<file path="config.mk">
export PLATFORM = sky130hd
export DESIGN_NAME = filament_pixel_recolor
export DESIGN_NICKNAME = d
export VERILOG_FILES = /design/src/rtl/core/fpr_pkg.sv /design/src/rtl/core/filament_pixel_recolor.sv /design/src/rtl/core/fpr_palette.sv /design/src/rtl/core/fpr_shade.sv /design/src/rtl/core/fpr_divstage.sv
export SDC_FILE = /design/constraint.sdc
export NUM_CORES = 2
export LEC_CHECK = 0
export BUFFER_PORTS_ARGS = -buffer_cell sky130_fd_sc_hd__buf_4
export CAP_MARGIN = 20
export CORE_ASPECT_RATIO = 0.6
export CORE_MARGIN = 5
export CORE_UTILIZATION = 65
export DETAILED_ROUTE_END_ITERATION = 6
export PLACE_DENSITY = 0.86
export RECOVER_POWER = 25
export SLEW_MARGIN = 0
export SYNTH_ARGS = -nofsm -noshare
export SYNTH_HDL_FRONTEND = slang
export SYNTH_SLANG_ARGS = --single-unit
</file>
<file path="constraint.sdc">
create_clock -name aclk -period 27.5 [get_ports aclk]
set_input_delay 5.5 -clock aclk [delete_from_list [all_inputs] [get_ports aclk]]
set_output_delay 5.5 -clock aclk [all_outputs]
set_load 0.01 [all_outputs]
</file>
<file path="src/rtl/core/fpr_pkg.sv">
// Shared constants, codes and stage payload types for the pixel recolor pipeline.
package fpr_pkg;

    localparam int PALETTE_SLOTS = 16;
    localparam int SLOT_W        = (PALETTE_SLOTS > 1) ? $clog2(PALETTE_SLOTS) : 1;
    localparam int CH_W          = 8;
    localparam int SUM_W         = 10;
    localparam int PROD_W        = CH_W + SUM_W;
    localparam int DSH_SHIFT     = CH_W - 1;
    localparam int DSH_W         = SUM_W + DSH_SHIFT;
    localparam int DIV_STAGES    = 4;
    localparam int DIV_STEPS     = CH_W / DIV_STAGES;

    localparam logic [CH_W:0] SLOT_LIMIT = (CH_W + 1)'(PALETTE_SLOTS);

    typedef enum logic [0:0] {
        OP_RECOLOR = 1'b0,
        OP_WRITE   = 1'b1
    } fpr_op_t;

    typedef logic [2:0][CH_W-1:0] fpr_rgb_t;

    typedef struct packed {
        logic             hit;
        logic [CH_W-1:0]  alpha;
        fpr_rgb_t         lit;
        fpr_rgb_t         flat;
        fpr_rgb_t         tgt;
        logic [SUM_W-1:0] lit_sum;
        logic [SUM_W-1:0] flat_sum;
    } fpr_pix_t;

    typedef struct packed {
        logic                     use_div;
        logic [CH_W-1:0]          alpha;
        logic [DSH_W-1:0]         dsh;
        logic [2:0][PROD_W-1:0]   rem;
        fpr_rgb_t                 quo;
        fpr_rgb_t                 res;
    } fpr_div_t;

endpackage

</file>
<file path="src/rtl/core/filament_pixel_recolor.sv">
// Top level of the palette-driven thumbnail pixel recolor pipeline.
// Registered stages from request accept to result valid: lookup, shade, 4 divide stages.
// Throughput: one request per cycle unless m_ready back-pressure stalls; palette writes give no result.
// Stalls on m_ready back-pressure stage by stage; bubbles are squeezed out.
// Reset (aresetn low, synchronous): pipeline emptied, all palette slots invalid.
module filament_pixel_recolor (
    input  logic        aclk,
    input  logic        aresetn,
    input  logic        s_valid,
    output logic        s_ready,
    input  logic        s_operation,
    input  logic [7:0]  s_lit_red,
    input  logic [7:0]  s_lit_green,
    input  logic [7:0]  s_lit_blue,
    input  logic [7:0]  s_lit_alpha,
    input  logic [7:0]  s_flat_red,
    input  logic [7:0]  s_flat_green,
    input  logic [7:0]  s_flat_blue,
    input  logic [7:0]  s_flat_alpha,
    input  logic [3:0]  s_slot_index,
    input  logic [23:0] s_slot_color,
    input  logic        s_slot_enabled,
    output logic        m_valid,
    input  logic        m_ready,
    output logic [7:0]  m_out_red,
    output logic [7:0]  m_out_green,
    output logic [7:0]  m_out_blue,
    output logic [7:0]  m_out_alpha
);

    fpr_pkg::fpr_pix_t  pix_item;
    logic               pix_valid, pix_ready;
    fpr_pkg::fpr_div_t  div_item  [fpr_pkg::DIV_STAGES+1];
    logic               div_valid [fpr_pkg::DIV_STAGES+1];
    logic               div_ready [fpr_pkg::DIV_STAGES+1];

    fpr_palette u_palette (
        .aclk         (aclk),
        .aresetn      (aresetn),
        .in_valid     (s_valid),
        .in_ready     (s_ready),
        .operation    (s_operation),
        .lit_red      (s_lit_red),
        .lit_green    (s_lit_green),
        .lit_blue     (s_lit_blue),
        .lit_alpha    (s_lit_alpha),
        .flat_red     (s_flat_red),
        .flat_green   (s_flat_green),
        .flat_blue    (s_flat_blue),
        .flat_alpha   (s_flat_alpha),
        .slot_index   (s_slot_index),
        .slot_color   (s_slot_color),
        .slot_enabled (s_slot_enabled),
        .out_valid    (pix_valid),
        .out_ready    (pix_ready),
        .out_item     (pix_item)
    );

    fpr_shade u_shade (
        .aclk      (aclk),
        .aresetn   (aresetn),
        .in_valid  (pix_valid),
        .in_ready  (pix_ready),
        .in_item   (pix_item),
        .out_valid (div_valid[0]),
        .out_ready (div_ready[0]),
        .out_item  (div_item[0])
    );

    for (genvar g = 0; g < fpr_pkg::DIV_STAGES; g++) begin : g_div
        fpr_divstage u_divstage (
            .aclk      (aclk),
            .aresetn   (aresetn),
            .in_valid  (div_valid[g]),
            .in_ready  (div_ready[g]),
            .in_item   (div_item[g]),
            .out_valid (div_valid[g+1]),
            .out_ready (div_ready[g+1]),
            .out_item  (div_item[g+1])
        );
    end

    assign div_ready[fpr_pkg::DIV_STAGES] = m_ready;
    assign m_valid     = div_valid[fpr_pkg::DIV_STAGES];
    assign m_out_red   = div_item[fpr_pkg::DIV_STAGES].res[2];
    assign m_out_green = div_item[fpr_pkg::DIV_STAGES].res[1];
    assign m_out_blue  = div_item[fpr_pkg::DIV_STAGES].res[0];
    assign m_out_alpha = div_item[fpr_pkg::DIV_STAGES].alpha;

    a_reset_empty: assert property (@(posedge aclk)
        !aresetn |=> !m_valid)
        else $error("result valid right after reset");

endmodule

</file>
<file path="src/rtl/core/fpr_palette.sv">
// Palette storage, slot decode and first pipeline stage (lookup and channel sums).
module fpr_palette (
    input  logic                     aclk,
    input  logic                     aresetn,
    input  logic                     in_valid,
    output logic                     in_ready,
    input  logic                     operation,
    input  logic [7:0]               lit_red,
    input  logic [7:0]               lit_green,
    input  logic [7:0]               lit_blue,
    input  logic [7:0]               lit_alpha,
    input  logic [7:0]               flat_red,
    input  logic [7:0]               flat_green,
    input  logic [7:0]               flat_blue,
    input  logic [7:0]               flat_alpha,
    input  logic [3:0]               slot_index,
    input  logic [23:0]              slot_color,
    input  logic                     slot_enabled,
    output logic                     out_valid,
    input  logic                     out_ready,
    output fpr_pkg::fpr_pix_t        out_item
);

    fpr_pkg::fpr_rgb_t                  pal_color_reg [fpr_pkg::PALETTE_SLOTS];
    logic [fpr_pkg::PALETTE_SLOTS-1:0]  pal_valid_reg;

    logic                        valid_reg, valid_next;
    fpr_pkg::fpr_pix_t           item_reg, item_next;
    logic                        in_fire, wr_fire, slot_ok;
    logic [fpr_pkg::CH_W-1:0]    slot8;
    logic [fpr_pkg::SLOT_W-1:0]  rd_idx, wr_idx;

    assign in_ready = !valid_reg || out_ready;
    assign in_fire  = in_valid && in_ready;
    assign wr_fire  = in_fire && (operation == fpr_pkg::OP_WRITE) &&
                      ((fpr_pkg::CH_W + 1)'(slot_index) < fpr_pkg::SLOT_LIMIT);
    assign wr_idx   = fpr_pkg::SLOT_W'(slot_index);

    // flat alpha carries 255 - slot
    assign slot8   = ~flat_alpha;
    assign rd_idx  = fpr_pkg::SLOT_W'(slot8);
    assign slot_ok = ({1'b0, slot8} < fpr_pkg::SLOT_LIMIT) && pal_valid_reg[rd_idx];

    always_comb begin
        item_next.hit      = (lit_alpha != 8'd0) && slot_ok;
        item_next.alpha    = lit_alpha;
        item_next.lit      = {lit_red, lit_green, lit_blue};
        item_next.flat     = {flat_red, flat_green, flat_blue};
        item_next.tgt      = pal_color_reg[rd_idx];
        item_next.lit_sum  = 10'(lit_red) + 10'(lit_green) + 10'(lit_blue);
        item_next.flat_sum = 10'(flat_red) + 10'(flat_green) + 10'(flat_blue);
    end

    always_comb begin
        valid_next = valid_reg;
        if (in_fire && (operation == fpr_pkg::OP_RECOLOR)) begin
            valid_next = 1'b1;
        end else if (out_ready) begin
            valid_next = 1'b0;
        end
    end

    always_ff @(posedge aclk) begin
        if (!aresetn) begin
            valid_reg     <= 1'b0;
            pal_valid_reg <= '0;
        end else begin
            valid_reg <= valid_next;
            if (wr_fire) begin
                pal_valid_reg[wr_idx] <= slot_enabled;
            end
        end
    end

    always_ff @(posedge aclk) begin
        if (wr_fire) begin
            pal_color_reg[wr_idx] <= slot_color;
        end
        if (in_fire && (operation == fpr_pkg::OP_RECOLOR)) begin
            item_reg <= item_next;
        end
    end

    assign out_valid = valid_reg;
    assign out_item  = item_reg;

    a_write_sets_flag: assert property (@(posedge aclk) disable iff (!aresetn)
        wr_fire |=> pal_valid_reg[$past(wr_idx)] == $past(slot_enabled))
        else $error("palette valid flag not updated by write");

    a_bg_no_hit: assert property (@(posedge aclk) disable iff (!aresetn)
        valid_reg && (item_reg.alpha == 8'd0) |-> !item_reg.hit)
        else $error("background pixel flagged for recolor");

endmodule

</file>
<file path="src/rtl/core/fpr_shade.sv">
// Second stage: rule select, add-and-clamp shading and dividend products.
module fpr_shade (
    input  logic                 aclk,
    input  logic                 aresetn,
    input  logic                 in_valid,
    output logic                 in_ready,
    input  fpr_pkg::fpr_pix_t    in_item,
    output logic                 out_valid,
    input  logic                 out_ready,
    output fpr_pkg::fpr_div_t    out_item
);

    logic               valid_reg, valid_next;
    fpr_pkg::fpr_div_t  item_reg, item_next;
    logic               in_fire, flat_zero, lit_ge;
    logic signed [10:0] diff [3];
    fpr_pkg::fpr_rgb_t  added;

    assign in_ready  = !valid_reg || out_ready;
    assign in_fire   = in_valid && in_ready;
    assign flat_zero = (in_item.flat_sum == '0);
    assign lit_ge    = (in_item.lit_sum >= in_item.flat_sum);

    always_comb begin
        for (int c = 0; c < 3; c++) begin
            diff[c] = $signed({3'b000, in_item.tgt[c]}) + $signed({3'b000, in_item.lit[c]})
                      - $signed({3'b000, in_item.flat[c]});
            if (diff[c] < 0) begin
                added[c] = 8'd0;
            end else if (diff[c] > 11'sd255) begin
                added[c] = 8'd255;
            end else begin
                added[c] = diff[c][7:0];
            end
        end
    end

    always_comb begin
        item_next.use_div = in_item.hit && !flat_zero && !lit_ge;
        item_next.alpha   = in_item.alpha;
        item_next.dsh     = {in_item.flat_sum, {fpr_pkg::DSH_SHIFT{1'b0}}};
        item_next.quo     = '0;
        for (int c = 0; c < 3; c++) begin
            item_next.rem[c] = fpr_pkg::PROD_W'(in_item.tgt[c]) *
                               fpr_pkg::PROD_W'(in_item.lit_sum);
        end
        if (!in_item.hit) begin
            item_next.res = in_item.lit;
        end else if (flat_zero) begin
            item_next.res = in_item.tgt;
        end else if (lit_ge) begin
            item_next.res = added;
        end else begin
            item_next.res = '0;
        end
    end

    always_comb begin
        valid_next = valid_reg;
        if (in_fire) begin
            valid_next = 1'b1;
        end else if (out_ready) begin
            valid_next = 1'b0;
        end
    end

    always_ff @(posedge aclk) begin
        if (!aresetn) begin
            valid_reg <= 1'b0;
        end else begin
            valid_reg <= valid_next;
        end
    end

    always_ff @(posedge aclk) begin
        if (in_fire) begin
            item_reg <= item_next;
        end
    end

    assign out_valid = valid_reg;
    assign out_item  = item_reg;

    // quotient must fit in one channel
    a_quot_fits: assert property (@(posedge aclk) disable iff (!aresetn)
        valid_reg && item_reg.use_div |-> item_reg.rem[0] < {item_reg.dsh, 1'b0})
        else $error("scale dividend too large for 8-bit quotient");

endmodule

</file>
<file path="src/rtl/core/fpr_divstage.sv">
// One restoring-division stage: two quotient bits per channel, shared divisor.
module fpr_divstage (
    input  logic                 aclk,
    input  logic                 aresetn,
    input  logic                 in_valid,
    output logic                 in_ready,
    input  fpr_pkg::fpr_div_t    in_item,
    output logic                 out_valid,
    input  logic                 out_ready,
    output fpr_pkg::fpr_div_t    out_item
);

    logic               valid_reg, valid_next;
    fpr_pkg::fpr_div_t  item_reg, item_next;
    logic               in_fire;

    assign in_ready = !valid_reg || out_ready;
    assign in_fire  = in_valid && in_ready;

    always_comb begin
        item_next = in_item;
        for (int s = 0; s < fpr_pkg::DIV_STEPS; s++) begin
            for (int c = 0; c < 3; c++) begin
                if (item_next.rem[c] >= fpr_pkg::PROD_W'(item_next.dsh)) begin
                    item_next.rem[c] = item_next.rem[c] - fpr_pkg::PROD_W'(item_next.dsh);
                    item_next.quo[c] = {item_next.quo[c][fpr_pkg::CH_W-2:0], 1'b1};
                end else begin
                    item_next.quo[c] = {item_next.quo[c][fpr_pkg::CH_W-2:0], 1'b0};
                end
            end
            item_next.dsh = item_next.dsh >> 1;
        end
        if (item_next.use_div) begin
            item_next.res = item_next.quo;
        end
    end

    always_comb begin
        valid_next = valid_reg;
        if (in_fire) begin
            valid_next = 1'b1;
        end else if (out_ready) begin
            valid_next = 1'b0;
        end
    end

    always_ff @(posedge aclk) begin
        if (!aresetn) begin
            valid_reg <= 1'b0;
        end else begin
            valid_reg <= valid_next;
        end
    end

    always_ff @(posedge aclk) begin
        if (in_fire) begin
            item_reg <= item_next;
        end
    end

    assign out_valid = valid_reg;
    assign out_item  = item_reg;

endmodule

</file>
Word-level counts from Yosys, hierarchy flattened

Memory sizes are Yosys's and may differ from the RTL's. A register that Yosys moved wholly into a read port is not among the register bits.
Index checks and enable logic that the tools add are counted.

$add $sub $neg: 31
Multiply operators: 3
Magnitude comparators: 35
Muxes and demuxes: 77
Bitwise operators: 2
Reductions and logical operators: 35

Operators by type and width:

| operator                                                        | count |
|---|---|
| 2-to-1 mux 18 bit                                               | 21 |
| 2-to-1 mux 24 bit                                               | 7 |
| >= comparator 18 x 10 -> 1 bit                                  | 3 |
| >= comparator 18 x 11 -> 1 bit                                  | 3 |
| >= comparator 18 x 12 -> 1 bit                                  | 3 |
| >= comparator 18 x 13 -> 1 bit                                  | 3 |
| >= comparator 18 x 14 -> 1 bit                                  | 3 |
| >= comparator 18 x 15 -> 1 bit                                  | 3 |
| >= comparator 18 x 16 -> 1 bit                                  | 3 |
| >= comparator 18 x 17 -> 1 bit                                  | 3 |
| multiplier 8 x 10 -> 18 bit                                     | 3 |
| subtractor 18 x 11 -> 18 bit                                    | 3 |
| subtractor 18 x 12 -> 18 bit                                    | 3 |
| subtractor 18 x 13 -> 18 bit                                    | 3 |
| subtractor 18 x 14 -> 18 bit                                    | 3 |
| subtractor 18 x 15 -> 18 bit                                    | 3 |
| subtractor 18 x 16 -> 18 bit                                    | 3 |
| subtractor 18 x 17 -> 18 bit                                    | 3 |
| 2-to-1 mux 8 bit                                                | 6 |
| adder 8 x 8 -> 9 bit                                            | 5 |
| 2-to-1 mux 1 bit                                                | 40 |
| greater-than comparator 11 x 9 -> 1 bit (second input constant) | 3 |
| less-than comparator 11 x 1 -> 1 bit (second input constant)    | 3 |
| subtractor 9 x 8 -> 10 bit                                      | 3 |
| 16 further kinds                                                | 47 |

Bits in registers: 555
Bits in writable memories: 384
Input bits: 98
Word-level logic and storage cells: 250
Memories kept: 1

Memory list:

| name                    | words | bits a word | read ports | clocked after Yosys merged registers in | wr ports | line              | source |
|---|---|---|---|---|---|---|---|
| u_palette.pal_color_reg | 16    | 24          | 1          | 1                                       | 1        | fpr_palette.sv:24 | `fpr_pkg::fpr_rgb_t pal_color_reg [fpr_pkg::PALETTE_SLOTS];` |

Logic depth before layout (Yosys ltp)

Word-level depth: 11
Depth in mapped cells: 24
Mapped depth without buffers: 20

Modules after synthesis

A second synthesis with hierarchy kept.

Cells, all modules: 6334
Area total of the unflattened synthesis: 73795.8 µm²

Modules (own cells, without submodules):

| module                              | instances | cells an instance | area an instance (µm²) | sequential area each (µm²) |
|---|---|---|---|---|
| fpr_palette                         | 1         | 896               | 19252.2                | 14904.3 |
| fpr_shade                           | 1         | 1382              | 13147.6                | 2932.8 |
| fpr_divstage at g_div[3].u_divstage | 1         | 1036              | 10468.8                | 3803.6 |
| fpr_divstage at g_div[2].u_divstage | 1         | 1006              | 10400.0                | 3803.6 |
| fpr_divstage at g_div[1].u_divstage | 1         | 1001              | 10336.2                | 3803.6 |
| fpr_divstage at g_div[0].u_divstage | 1         | 1013              | 10191.0                | 3803.6 |

Least setup slack after synthesis

No wires, ideal clock.

Path kind: in2reg
Start point: input port m_ready
End point: register u_shade.item_reg (netlist bit u_shade.out_item[0]) (enable)
Arrival: 13.021 ns
Data required time: 26.800 ns
Slack: 13.779 ns
Cell stages on the path: 4
Cell sequence: nor2b_1 > and3_1 > and2_0 > a21boi_0

Cells in the longest elaborated chain, start to end: 6

Ends and longest elaborated chain:

| what                          | line                         | source |
|---|---|---|
| start, declared               | filament_pixel_recolor.sv:24 | `input logic m_ready,` |
| logical OR 1 bit (4 in a row) | fpr_divstage.sv:17           | `assign in_ready = !valid_reg \|\| out_ready;` |
| logical OR 1 bit              | fpr_shade.sv:19              | `assign in_ready = !valid_reg \|\| out_ready;` |
| logical AND 1 bit             | fpr_shade.sv:20              | `assign in_fire = in_valid && in_ready;` |
| net u_shade.in_fire           | fpr_shade.sv:15              | `logic in_fire, flat_zero, lit_ge;` |
| end signal, assigned          | fpr_shade.sv:77              | `item_reg <= item_next;` |
| end, declared                 | fpr_shade.sv:14              | `fpr_pkg::fpr_div_t item_reg, item_next;` |

The timed path passes the listed nets, and every way through them passes these cells.
A chain may end at the register's enable or synchronous reset.

Worst setup path in the final report

Start point: input port m_ready
End point: output port s_ready

Cells in the longest elaborated chain, start to end: 6

Ends and longest elaborated chain:

| what                          | line                         | source |
|---|---|---|
| logical OR 1 bit (4 in a row) | fpr_divstage.sv:17           |  |
| logical OR 1 bit              | fpr_shade.sv:19              |  |
| logical OR 1 bit              | fpr_palette.sv:33            | `assign in_ready = !valid_reg \|\| out_ready;` |
| end, declared                 | filament_pixel_recolor.sv:10 | `output logic s_ready,` |

No other way between the ends.

==> impl_metrics.tcl <==
set metrics [dict create \
    final_util_pct 71.2 \
    drc_errors 162 \
    root_buffer "clkbuf_16" \
    ys.flop_type "edfxtp_1" \
    core_um2 89800 \
    grt_usage_pct 33.6 \
    antenna_found_initial 13 \
    async_flop_share_pct 0 \
    wirelength_mm 164 \
    avgRoutedWirePerCell_um 26.3 \
    htree_levels 3 \
    synth_fa_ha_area_share_pct 15.5 \
    ant_nets 0 \
    dpl.hpwl_mm 111 \
    gr-total-overflow 0 \
    start_util_pct 65.6 \
    status "complete, but fails checks" \
    synth_edf_count 941 \
    synthMuxAreaShare_pct 7.75 \
    hold_depth 0 \
    nets 5661 \
    area_growth_syn_to_layout_pct 8.48 \
    place.gp.congestion 0.954 \
    synth_cell_type_count 94 \
    dp_cells 6073 \
    synthesis.nets 5556 \
    avgSynthCellArea_um2 12.2 \
    worstPathArrival_ns 7.14 \
    synth-compound-area-share_pct 9.72 \
    rows 85 \
    ctsResizeCount 0 \
    synth_area_leaders "edfxtp_1 (48%), ha_1 (9.0%), fa_1 (6.6%), mux4_2 (4.8%), inv_1 (2.9%)" \
    synth_xor_area_share_pct 3.67 \
    critPathLaunchType "input port" \
    final_cells 6251 \
    hp-class "reg -> reg" \
    synth-simple-area-share_pct 10.4 \
    yosysTopAreaCellShare_pct 48.0 \
    die_x_um 399 \
    dieArea_um2 96900 \
    irDropWorstVdd_mv 0.0660 \
    fmax_mhz 79.1 \
    grt_max_degree 71 \
    cts_sinks 963 \
    cts_setup_buffers 0 \
    slew_viol_final 87 \
    die_height_um 243 \
    max_cap_viol_count 4 \
    yosys_warnings 0 \
    endpoint_kind "output pin" \
    power.density_nw_per_um2 79.5 \
    rsz0062_at_grt "no" \
    setup_viol 0 \
    syn_inst 4842 \
    min_period_over_period_pct 46.0 \
    crit_type "in -> out" \
    syn_area_um2 58900 \
    fin_skew_ns 0.0643 \
    worst_pin_slew_ns 3.17 \
    cts_buffers 88 \
    cts_tree "built" \
    hold_viol 0 \
    drive_gt1_share_pct 11.0 \
    via_count 42067 \
    fin_crit_ns 12.64 \
    ios 132 \
    cp.required_ns 22.00 \
    grt_pass1_wl_mm 247 \
    ff2ff_path_depth 18 \
    cp_max_fo 6 \
    setup_tns_ns 0 \
    yosysSeqAreaShare_pct 48.7 \
    port_buffers 131 \
    insertion_delay_ns 0.73 \
    path_clk_slew_ns 0.06 \
    largest_reg_flops 384 \
    yosysTopAreaCell "edfxtp_1" \
    slew_headroom_pct -113 \
    drtIter0Drc 6777 \
    dr.pass1.iters 7 \
    synth_top_family_by_area "adder cells" \
    cts_hold_buf 0 \
    ys_seq_elements 963 \
    grt_pass1_vias 41642 \
    total_leakage_power_uw 0.0245 \
    violations "design-rule violations, max-capacitance violations, max-slew violations" \
    clockBufferDepth 3 \
    viasPerCell 6.73 \
]
[cells in the mapped netlist (all sizes together) (101+ instances only)]
| cell type | number |
|---|---|
| a21o | 101 |
| a21oi | 260 |
| and2 | 141 |
| fa | 193 |
| mux4 | 125 |
| o21ai | 185 |
| mux2 | 130 |
| ha | 423 |
| inv | 451 |
| nand2 | 297 |
| xnor2 | 173 |
| nor2 | 304 |
| edfxtp | 941 |
| clkbuf | 104 |
[cell families (layout without fill, tap and decap cells)]
group,count (synthesis),after routing
flip-flops,963,963
other,0,14
adder cells (fa/ha/maj),616,616
AO/OA/AOI/OAI,890,890
XOR/XNOR,247,247
AND/OR/NAND/NOR,1220,1220
buffers and inverters,623,800
multiplexers,283,283
[worst max-delay path, stage by stage]
cell and delay [ns]:
buf_4 0.11, nor2b_1 0.30, and3_1 0.30, and2_0 0.53, nand3_1 0.21, buf_4 0.19
[stage by stage]
stage	hold WS, ns	total power, uW	cell area (um2)	setup WS [ns]
after global placement	0.402	3590	61100	14.95
after detailed placement	0.406	3690	61100	14.91
after floorplan	0.400	3250	58900	13.78
after CTS	0.420	5010	64100	14.88
after global routing	0.427	5310	63900	14.77
final	0.420	5080	63900	14.86
[final timing paths]
path / startpoint / to / slack (ns)
worst max-delay path: m_ready / s_ready / 14.86
worst min-delay path: u_shade.out_item[124]$_DFFE_PP_ / g_div[0].u_divstage.out_item[124]$_DFFE_PP_ / 0.42
worst max register to register: g_div[0].u_divstage.out_item[108]$_DFFE_PP_ / g_div[1].u_divstage.out_item[89]$_DFFE_PP_ / 18.10
worst min register to register: u_shade.out_item[124]$_DFFE_PP_ / g_div[0].u_divstage.out_item[124]$_DFFE_PP_ / 0.42
[power by group]
part           switching (uW)  total, uW  internal [uW]
Clock                     588       1270            685
Combinational            1140       1980            840
Sequential               60.2       1830           1770
[cells in the final DEF (no fill, tap or decap), types with 14 or more instances in the layout]
cell       Yosys  final
nor4_1        30     28
ha_1         423    423
o31ai_1       20     20
mux2_2       129    117
diode_2        0     14
dfxtp_1       22     22
nand4_1       37     37
clkbuf_16      0     90
clkinv_2       0     16
edfxtp_1     941    941
o21bai_1      52     52
nor3_1        83     78
nand3_1       58     58
mux2i_1       28     28
a211oi_1      31     31
nor2b_1       98     94
nand2_1      297    297
or2_2         16     15
fa_1         193    193
and2_1       139    129
inv_1        449    450
a21oi_1      260    260
o211ai_1      15     15
nand2b_1      33     33
a21o_1       101    101
and3_1        33     33
nor2_1       304    292
o21a_1        52     52
o21ai_0      182    184
clkbuf_1     104     80
a31oi_1       40     39
xnor2_1      173    173
a21boi_0      24     23
clkinv_1       1     17
mux4_2       125    125
or3_1         23     23
buf_4         33    105
xor2_1        74     74
[cell type report]
class                      instances  area, um2
tap                             1218       1520
clock buffer                     108       2350
timing repair buffer             186       1160
inverter                         452       1700
clock inverter                    54        611
multi-input combinational       3256      27800
antenna                           14       35.0
sequential                       963      28700
fill                            5687      25900
[layer usage]
metal / global-route usage, % / wire [um] / vias up / share of wire [%]
li1: - / - / 17886 / -
met1: 47.1 / 61100 / 20127 / 37
met2: 47.5 / 67800 / 3308 / 41
met3: 13.0 / 26600 / 740 / 16
met4: 13.6 / 8740 / 6 / 5.3
met5: 0 / 60 / - / 0.037
(Power assumes the default switching activity.)
